===== config.mk =====
export PLATFORM = sky130hd
export DESIGN_NAME = block_code_16_8_double_error_decoder_top_flat
export DESIGN_NICKNAME = d
export VERILOG_FILES = /design/src/design/bcdec_pkg.sv /design/src/design/bcdec_in_if.sv /design/src/design/bcdec_out_if.sv /design/src/design/bcdec_cfg.sv /design/src/design/bcdec_syndrome.sv /design/src/design/bcdec_search.sv /design/src/design/block_code_16_8_double_error_decoder_top.sv /design/src/flat_wrapper.sv
export SDC_FILE = /design/constraint.sdc
export NUM_CORES = 1
export LEC_CHECK = 0
export ABC_CLOCK_PERIOD_IN_PS = 6130
export BUFFER_PORTS_ARGS = -buffer_cell sky130_fd_sc_hd__buf_2
export CAP_MARGIN = 20
export CORE_ASPECT_RATIO = 1.75
export CORE_MARGIN = 5
export CORE_UTILIZATION = 45
export DETAILED_ROUTE_END_ITERATION = 12
export GPL_ROUTABILITY_DRIVEN = 0
export HOLD_SLACK_MARGIN = 0.03
export SETUP_SLACK_MARGIN = 0.5
export SLEW_MARGIN = 20
export SYNTH_ARGS = -nofsm -noshare
export SYNTH_HDL_FRONTEND = slang
export SYNTH_SLANG_ARGS = --single-unit

===== constraint.sdc =====
create_clock -name clk -period 6.13 [get_ports clk]
set_input_delay 1.226 -clock clk [delete_from_list [all_inputs] [get_ports clk]]
set_output_delay 1.226 -clock clk [all_outputs]
set_load 0.005 [all_outputs]

===== src/design/bcdec_pkg.sv =====
// Package of the (16,8) double-error syndrome decoder: widths, types,
// status codes and the reset contents of the check rows. No dependencies.
`default_nettype none

package bcdec_pkg;

    localparam int NUM_ROWS  = 8;
    localparam int NUM_COLS  = 16;
    localparam int ROW_W     = 8;
    localparam int CW_W      = 16;
    localparam int DATA_W    = 8;
    localparam int SYN_W     = 8;
    localparam int POS_W     = 5;
    localparam int CFG_IDX_W = $clog2(NUM_ROWS);

    typedef logic [ROW_W-1:0]     row_t;
    typedef row_t [NUM_ROWS-1:0]  row_set_t;
    typedef logic [SYN_W-1:0]     col_t;
    typedef col_t [NUM_COLS-1:0]  col_set_t;
    typedef logic [1:0]           status_t;

    localparam status_t STATUS_CLEAN  = 2'd0;
    localparam status_t STATUS_SINGLE = 2'd1;
    localparam status_t STATUS_DOUBLE = 2'd2;
    localparam status_t STATUS_UNCORR = 2'd3;

    // Row 0 sits at index 0.
    localparam row_set_t ROW_RESET = {8'h9F, 8'h5F, 8'h37, 8'h11,
                                      8'h02, 8'h47, 8'hE9, 8'hB2};

    typedef struct packed {
        logic [SYN_W-1:0] syndrome;
        col_set_t         cols;
    } syn_info_t;

    typedef struct packed {
        logic [DATA_W-1:0] data_out;
        status_t           status;
        logic [SYN_W-1:0]  syndrome;
        logic [POS_W-1:0]  first_pos;
        logic [POS_W-1:0]  second_pos;
    } dec_result_t;

endpackage

`default_nettype wire


===== src/design/bcdec_in_if.sv =====
// Input channel of the decoder: valid/ready handshake carrying one codeword.
// Depends on bcdec_pkg.
`default_nettype none

interface bcdec_in_if import bcdec_pkg::*; ();
    logic            valid;
    logic            ready;
    logic [CW_W-1:0] codeword;

    modport source (output valid, output codeword, input ready);
    modport sink   (input valid, input codeword, output ready);
endinterface

`default_nettype wire


===== src/design/bcdec_out_if.sv =====
// Result channel of the decoder: valid/ready handshake carrying one result.
// Depends on bcdec_pkg.
`default_nettype none

interface bcdec_out_if import bcdec_pkg::*; ();
    logic              valid;
    logic              ready;
    logic [DATA_W-1:0] data_out;
    status_t           status;
    logic [SYN_W-1:0]  syndrome;
    logic [POS_W-1:0]  first_pos;
    logic [POS_W-1:0]  second_pos;

    modport source (output valid, output data_out, output status, output syndrome,
                    output first_pos, output second_pos, input ready);
    modport sink   (input valid, input data_out, input status, input syndrome,
                    input first_pos, input second_pos, output ready);
endinterface

`default_nettype wire


===== src/design/bcdec_cfg.sv =====
// Register file holding the data part of the eight parity-check rows.
// Depends on bcdec_pkg.
`default_nettype none

module bcdec_cfg
    import bcdec_pkg::*;
(
    input  wire logic                 clk,
    input  wire logic                 rst_n,
    input  wire logic                 cfg_we,
    input  wire logic [CFG_IDX_W-1:0] cfg_index,
    input  wire logic [ROW_W-1:0]     cfg_wdata,
    output row_set_t                  h_rows
);

    row_set_t h_row_reg;
    row_set_t h_row_next;

    always_comb
    begin
        h_row_next = h_row_reg;
        if (cfg_we)
        begin
            h_row_next[cfg_index] = cfg_wdata;
        end
    end

    always_ff @(posedge clk or negedge rst_n)
    begin
        if (!rst_n)
        begin
            h_row_reg <= ROW_RESET;
        end
        else
        begin
            h_row_reg <= h_row_next;
        end
    end

    assign h_rows = h_row_reg;

endmodule

`default_nettype wire


===== src/design/bcdec_syndrome.sv =====
// Syndrome and parity-check column generation for one codeword.
// Depends on bcdec_pkg.
`default_nettype none

module bcdec_syndrome
    import bcdec_pkg::*;
(
    input  wire logic [CW_W-1:0] codeword,
    input  row_set_t             h_rows,
    output syn_info_t            info
);

    always_comb
    begin
        info = '0;
        // Syndrome bit 7-k is the parity of row k over the data byte,
        // plus the check bit picked by the identity part of that row.
        for (int k = 0; k < NUM_ROWS; k++)
        begin
            info.syndrome[SYN_W-1-k] = ^(codeword[CW_W-1 -: DATA_W] & h_rows[k])
                                       ^ codeword[ROW_W-1-k];
        end
        // Column idx belongs to codeword bit 15-idx; row 0 lands in the MSB.
        for (int idx = 0; idx < NUM_COLS; idx++)
        begin
            for (int k = 0; k < NUM_ROWS; k++)
            begin
                if (idx < DATA_W)
                begin
                    info.cols[idx][SYN_W-1-k] = h_rows[k][ROW_W-1-idx];
                end
                else
                begin
                    info.cols[idx][SYN_W-1-k] = (k == idx - DATA_W);
                end
            end
        end
    end

endmodule

`default_nettype wire


===== src/design/bcdec_search.sv =====
// Ordered single and pair column match and correction of the data byte.
// Depends on bcdec_pkg.
`default_nettype none

module bcdec_search
    import bcdec_pkg::*;
(
    input  wire logic [CW_W-1:0] codeword,
    input  syn_info_t            info,
    output dec_result_t          result
);

    logic [NUM_COLS-1:0]                single_hit;
    logic [NUM_COLS-1:0][NUM_COLS-1:0]  pair_hit;
    logic [CW_W-1:0]                    flip;

    // All comparisons are independent of one another.
    always_comb
    begin
        single_hit = '0;
        pair_hit   = '0;
        for (int j = 0; j < NUM_COLS; j++)
        begin
            single_hit[j] = (info.cols[j] == info.syndrome);
        end
        for (int p = 0; p < NUM_COLS - 1; p++)
        begin
            for (int j = p + 1; j < NUM_COLS; j++)
            begin
                pair_hit[p][j] = ((info.cols[p] ^ info.cols[j]) == info.syndrome);
            end
        end
    end

    // Priority selection: walked from the lowest priority up, so the
    // earliest match in scan order is the last one written.
    always_comb
    begin
        result            = '0;
        flip              = '0;
        result.status     = STATUS_UNCORR;
        result.syndrome   = info.syndrome;
        for (int p = NUM_COLS - 2; p >= 0; p--)
        begin
            for (int j = NUM_COLS - 1; j > p; j--)
            begin
                if (pair_hit[p][j])
                begin
                    flip              = '0;
                    flip[CW_W-1-p]    = 1'b1;
                    flip[CW_W-1-j]    = 1'b1;
                    result.status     = STATUS_DOUBLE;
                    result.first_pos  = POS_W'(p + 1);
                    result.second_pos = POS_W'(j + 1);
                end
            end
        end
        for (int j = NUM_COLS - 1; j >= 0; j--)
        begin
            if (single_hit[j])
            begin
                flip              = '0;
                flip[CW_W-1-j]    = 1'b1;
                result.status     = STATUS_SINGLE;
                result.first_pos  = POS_W'(j + 1);
                result.second_pos = '0;
            end
        end
        if (info.syndrome == '0)
        begin
            flip              = '0;
            result.status     = STATUS_CLEAN;
            result.first_pos  = '0;
            result.second_pos = '0;
        end
        result.data_out = codeword[CW_W-1 -: DATA_W] ^ flip[CW_W-1 -: DATA_W];
    end

endmodule

`default_nettype wire


===== src/design/block_code_16_8_double_error_decoder_top.sv =====
// Top level of the (16,8) double-error syndrome decoder.
// Depends on bcdec_pkg, bcdec_in_if, bcdec_out_if, bcdec_cfg,
// bcdec_syndrome and bcdec_search.
//
// Usage notes:
// - word_ch carries one 16-bit codeword per transaction: data byte in bits
//   15..8, check byte in bits 7..0. result_ch carries one result per
//   transaction: corrected data byte, status, syndrome and the one-based
//   positions of the corrected bits.
// - The configuration port writes the data part of check row cfg_index on
//   any clock edge with cfg_we high. Write it only while no transaction is
//   in flight; rows take effect on the next codeword that is decoded.
// - The datapath is two registers deep: an input register and a result
//   register with the syndrome, column match and correction logic between
//   them. A codeword accepted into the input register is decoded there and
//   moves into the result register, from which it is offered on result_ch.
// - Throughput is one codeword per cycle unless result_ch stalls; the rate
//   is set by the single combinational decode pass between the two registers.
// - When the receiver stalls, the result register holds its transaction
//   and the input register still takes one more codeword; word_ch.ready
//   drops only when both registers are full.
// - Reset empties both registers and loads the default check rows.
`default_nettype none

module block_code_16_8_double_error_decoder_top
    import bcdec_pkg::*;
(
    input  wire logic                 clk,
    input  wire logic                 rst_n,
    input  wire logic                 cfg_we,
    input  wire logic [CFG_IDX_W-1:0] cfg_index,
    input  wire logic [ROW_W-1:0]     cfg_wdata,
    bcdec_in_if.sink                  word_ch,
    bcdec_out_if.source               result_ch
);

    row_set_t        h_rows;
    syn_info_t       info;
    dec_result_t     dec_result;

    logic            in_valid_reg;
    logic            in_valid_next;
    logic [CW_W-1:0] codeword_reg;
    logic [CW_W-1:0] codeword_next;
    logic            out_valid_reg;
    logic            out_valid_next;
    dec_result_t     result_reg;
    dec_result_t     result_next;

    logic            stage1_ready;
    logic            stage2_ready;

    // Each stage can load when it is empty or its contents move on.
    assign stage2_ready  = !out_valid_reg || result_ch.ready;
    assign stage1_ready  = !in_valid_reg || stage2_ready;
    assign word_ch.ready = stage1_ready;

    bcdec_cfg u_cfg (
        .clk       (clk),
        .rst_n     (rst_n),
        .cfg_we    (cfg_we),
        .cfg_index (cfg_index),
        .cfg_wdata (cfg_wdata),
        .h_rows    (h_rows)
    );

    bcdec_syndrome u_syndrome (
        .codeword (codeword_reg),
        .h_rows   (h_rows),
        .info     (info)
    );

    bcdec_search u_search (
        .codeword (codeword_reg),
        .info     (info),
        .result   (dec_result)
    );

    always_comb
    begin
        in_valid_next  = in_valid_reg;
        codeword_next  = codeword_reg;
        out_valid_next = out_valid_reg;
        result_next    = result_reg;
        if (stage1_ready)
        begin
            in_valid_next = word_ch.valid;
            if (word_ch.valid)
            begin
                codeword_next = word_ch.codeword;
            end
        end
        if (stage2_ready)
        begin
            out_valid_next = in_valid_reg;
            if (in_valid_reg)
            begin
                result_next = dec_result;
            end
        end
    end

    // Control state.
    always_ff @(posedge clk or negedge rst_n)
    begin
        if (!rst_n)
        begin
            in_valid_reg  <= 1'b0;
            out_valid_reg <= 1'b0;
        end
        else
        begin
            in_valid_reg  <= in_valid_next;
            out_valid_reg <= out_valid_next;
        end
    end

    // Payload registers carry no reset.
    always_ff @(posedge clk)
    begin
        codeword_reg <= codeword_next;
        result_reg   <= result_next;
    end

    assign result_ch.valid      = out_valid_reg;
    assign result_ch.data_out   = result_reg.data_out;
    assign result_ch.status     = result_reg.status;
    assign result_ch.syndrome   = result_reg.syndrome;
    assign result_ch.first_pos  = result_reg.first_pos;
    assign result_ch.second_pos = result_reg.second_pos;

endmodule

`default_nettype wire


===== src/flat_wrapper.sv =====
// flat-port wrapper written by rule: the top's interface ports become plain ports
module block_code_16_8_double_error_decoder_top_flat import bcdec_pkg::*;
  (clk, rst_n, cfg_we, cfg_index, cfg_wdata, word_ch_valid, word_ch_codeword, word_ch_ready, result_ch_valid, result_ch_data_out, result_ch_status, result_ch_syndrome, result_ch_first_pos, result_ch_second_pos, result_ch_ready);
  bcdec_in_if word_ch_i ();
  bcdec_out_if result_ch_i ();
  input  wire logic clk;
  input  wire logic rst_n;
  input  wire logic cfg_we;
  input  wire logic [CFG_IDX_W-1:0] cfg_index;
  input  wire logic [ROW_W-1:0] cfg_wdata;
  input wire logic [$bits(word_ch_i.valid)-1:0] word_ch_valid;
  input wire logic [$bits(word_ch_i.codeword)-1:0] word_ch_codeword;
  output wire logic [$bits(word_ch_i.ready)-1:0] word_ch_ready;
  output wire logic [$bits(result_ch_i.valid)-1:0] result_ch_valid;
  output wire logic [$bits(result_ch_i.data_out)-1:0] result_ch_data_out;
  output wire logic [$bits(result_ch_i.status)-1:0] result_ch_status;
  output wire logic [$bits(result_ch_i.syndrome)-1:0] result_ch_syndrome;
  output wire logic [$bits(result_ch_i.first_pos)-1:0] result_ch_first_pos;
  output wire logic [$bits(result_ch_i.second_pos)-1:0] result_ch_second_pos;
  input wire logic [$bits(result_ch_i.ready)-1:0] result_ch_ready;
  assign word_ch_i.valid = word_ch_valid;
  assign word_ch_i.codeword = word_ch_codeword;
  assign word_ch_ready = word_ch_i.ready;
  assign result_ch_valid = result_ch_i.valid;
  assign result_ch_data_out = result_ch_i.data_out;
  assign result_ch_status = result_ch_i.status;
  assign result_ch_syndrome = result_ch_i.syndrome;
  assign result_ch_first_pos = result_ch_i.first_pos;
  assign result_ch_second_pos = result_ch_i.second_pos;
  assign result_ch_i.ready = result_ch_ready;
  block_code_16_8_double_error_decoder_top u_core (.clk(clk), .rst_n(rst_n), .cfg_we(cfg_we), .cfg_index(cfg_index), .cfg_wdata(cfg_wdata), .word_ch(word_ch_i), .result_ch(result_ch_i));
endmodule

==> metrics.yaml <==
worst_setup_path:
  reg2reg_depth: 15
  r2r_start: "u_core.codeword_reg[9]"
  critPathRequiredTime_ns: 6.26
  regToRegSetupSlack_ns: 0.56
  worstPathMaxFanout: 16
  crit_type: "reg -> reg"
  startpoint_type: "flip-flop"
  rr_endpoint: "u_core.result_ch.second_pos[4]"
  critPathCaptureType: "flip-flop"
  crit_arrival_ns: 5.70
worst_hold_path:
  worstHoldPathType: "reg -> reg"
  holdPathEnd: "u_core.result_ch.valid"
  hold_depth: 1
  hold_start: "u_core.in_valid_reg"
detailed_routing:
  drt.antenna.violating_nets: 0
  dr.pass1.iters: 6
  vias_per_cell: 6.62
  drt-total-wl_um: 60400
  drc_errors: 0
  drtIter0Drc: 1332
  num_vias: 13300
  wl_per_cell_um: 30.2
cells_and_area:
  fillers: 3041
  multi_input_area_mm2: 0.0106
  num-nets-final: 1635
  largest_register_ffs: 64
  register_area_mm2: 0.00301
  fin_cells: 2004
  drive_gt1_frac: 0.179
  diodes: 0
  final_util: 0.488
  area_growth_pct: 7.76
global_routing:
  use_met3: 0.0712
  grt_max_degree: 67
  grt_usage: 0.340
  grt_overflow_total: 0
  antenna_found_initial: 0
  use_met1: 0.347
  grt_pass1_vias: 13100
  met2_usage: 0.575
  grt_pass1_wl_um: 86500
  grt_busiest_layer: "met2"
yosys:
  ys.warnings.count: 0
  ys_seq_area_frac: 0.213
  ys.flop_type: "edfxtp_1"
  syn-cell-area_mm2: 0.0142
  synth_edf_count: 44
  synth_area_leaders: "xnor2_1, xnor3_1, edfxtp_1"
  syn_inst: 1575
  yosysMostFrequentCell: "xnor2_1"
  synth_top_area_share: 0.140
  syn_area_per_cell_um2: 9.00
  syn-num-nets: 1607
  ys_types: 93
  synth-seq-cells: 110
  yosysTopAreaCell: "xnor2_1"
  ys_async_sr_fraction: 0.600
  yosys-top-cells-count: "xnor2_1, nand2_1, xor2_1, nor2_1"
sta:
  finalMaxSlewViolations: 0
  relSlewSlack: 0.272
  rsz0062_at_grt: "yes"
  setup-violations-final: 0
  timing.final.crit_share: 0.908
  fmax_ghz: 0.180
  worst_pin_slew_ns: 1.09
  fin_tns_setup_ns: 0
  fin_skew_ns: 0.0166
  hold_viol: 0
  fin_crit_ns: 5.57
clocking:
  cts_root_buf: "clkbuf_16"
  htree_levels: 3
  cts_tree: "done"
  clk_pin_slew_ns: 0.08
  clk_latency_ns: 0.39
  cts_buffers: 9
  cts_max_path_buffers: 2
  holdBufCountCts: 0
  clock_sinks: 110
placed_design:
  dpl.hpwl_um: 46600
  numPortBuffers: 61
  dp_cells: 1986
floorplan:
  ios: 62
  dieArea_mm2: 0.0353
  fp.dieW_um: 144
  initial_core_util: 0.453
  num_rows: 86
  die_h_um: 245
  core_area_mm2: 0.0313
run:
  drv_cap: 0
status:
  status: "finished clean"
[critical path: stages, from the launching register on]
cell and delay, ns:
edfxtp_1 0.79, nand2_1 0.12, xnor3_1 0.47, xnor2_4 0.42, buf_4 0.24, xor2_1 0.08, buf_4 0.25, inv_1 0.33
nand2_1 0.11, or3_1 0.32, a2111oi_0 0.92, or4_1 0.27, a31oi_1 0.12, o2111ai_1 0.38, a31oi_1 0.22, o21a_1 0.27
[layout make-up]
| cell class | instances | area share |
|---|---|---|
| Clock inverter | 7 | 0.00745 |
| Inverter | 38 | 0.00934 |
| Clock buffer | 9 | 0.0147 |
| Sequential cell | 110 | 0.197 |
| Tap cell | 396 | 0.0324 |
| Timing Repair Buffer | 110 | 0.0441 |
| Multi-Input combinational cell | 1334 | 0.695 |
[through the flow]
| step | setup WS [ns] | cell area (um2) | hold WS, ns |
|---|---|---|---|
| global route | 0.443 | 15300 | 0.516 |
| floorplan | 1.88 | 14200 | 0.449 |
| global placement | 0.626 | 14900 | 0.460 |
| CTS | 0.585 | 15200 | 0.486 |
| finish | 0.562 | 15300 | 0.489 |
| detailed placement | 0.544 | 14900 | 0.476 |
[what timing repair did]
action                     in CTS  in global routing
resized for setup               1                  9
pin swaps                       0                  0
setup endpoints to repair       1                 10
buffers inserted                0                  2
[cell families after synthesis]
kind of cell    count (synthesis)  share of synthesized area
xor+xnor                      424                      0.357
flops                         110                      0.213
compound gates                233                      0.112
mux                            64                     0.0506
buf+inv                       131                     0.0420
simple gates                  613                      0.226
[worst max-delay path by stage]
stage,slack (ns),cells after the start,endpoint,from
final,0.56,15,u_core.result_ch.second_pos[4],u_core.codeword_reg[9]
after global routing,0.44,13,u_core.result_ch.data_out[4],u_core.codeword_reg[13]
after CTS,0.59,14,u_core.result_ch.data_out[4],u_core.codeword_reg[11]
after detailed placement,0.54,13,u_core.result_ch.data_out[4],u_core.u_cfg.h_rows[54]
after global placement,0.63,13,u_core.result_ch.data_out[4],u_core.u_cfg.h_rows[54]
after floorplan,1.88,15,u_core.result_ch.data_out[5],u_core.u_cfg.h_rows[11]
[cell usage in the layout (no fill, tap or decap), drive strengths merged, types with 7 or more instances in the layout]
cell type / instances
nor2b: 12
dfstp: 33
o21ai: 48
clkbuf: 9
o211ai: 17
nand4: 33
nor3: 44
and3: 10
o31ai: 10
and2: 19
nand2: 188
mux2: 61
or3: 10
a21oi: 49
edfxtp: 44
nor4: 65
xnor3: 75
dfrtp: 33
nor2: 96
o2111ai: 9
nand3: 71
xor2: 102
a2111oi: 9
nand4b: 10
buf: 110
or4: 10
a31oi: 20
inv: 34
clkinv: 9
xnor2: 244
nand2b: 13
nand3b: 7
a211oi: 15
[metal layers]
layer  up-vias  routed length [um]
met5         -                   0
met4         0                6990
met3       360                4920
met2       876               29200
met1      6328               19300
li1       5711                   -
Power is left out: the tool's default activity adds up to more than one toggle a clock period on the data nets, which glitch-free logic cannot reach.
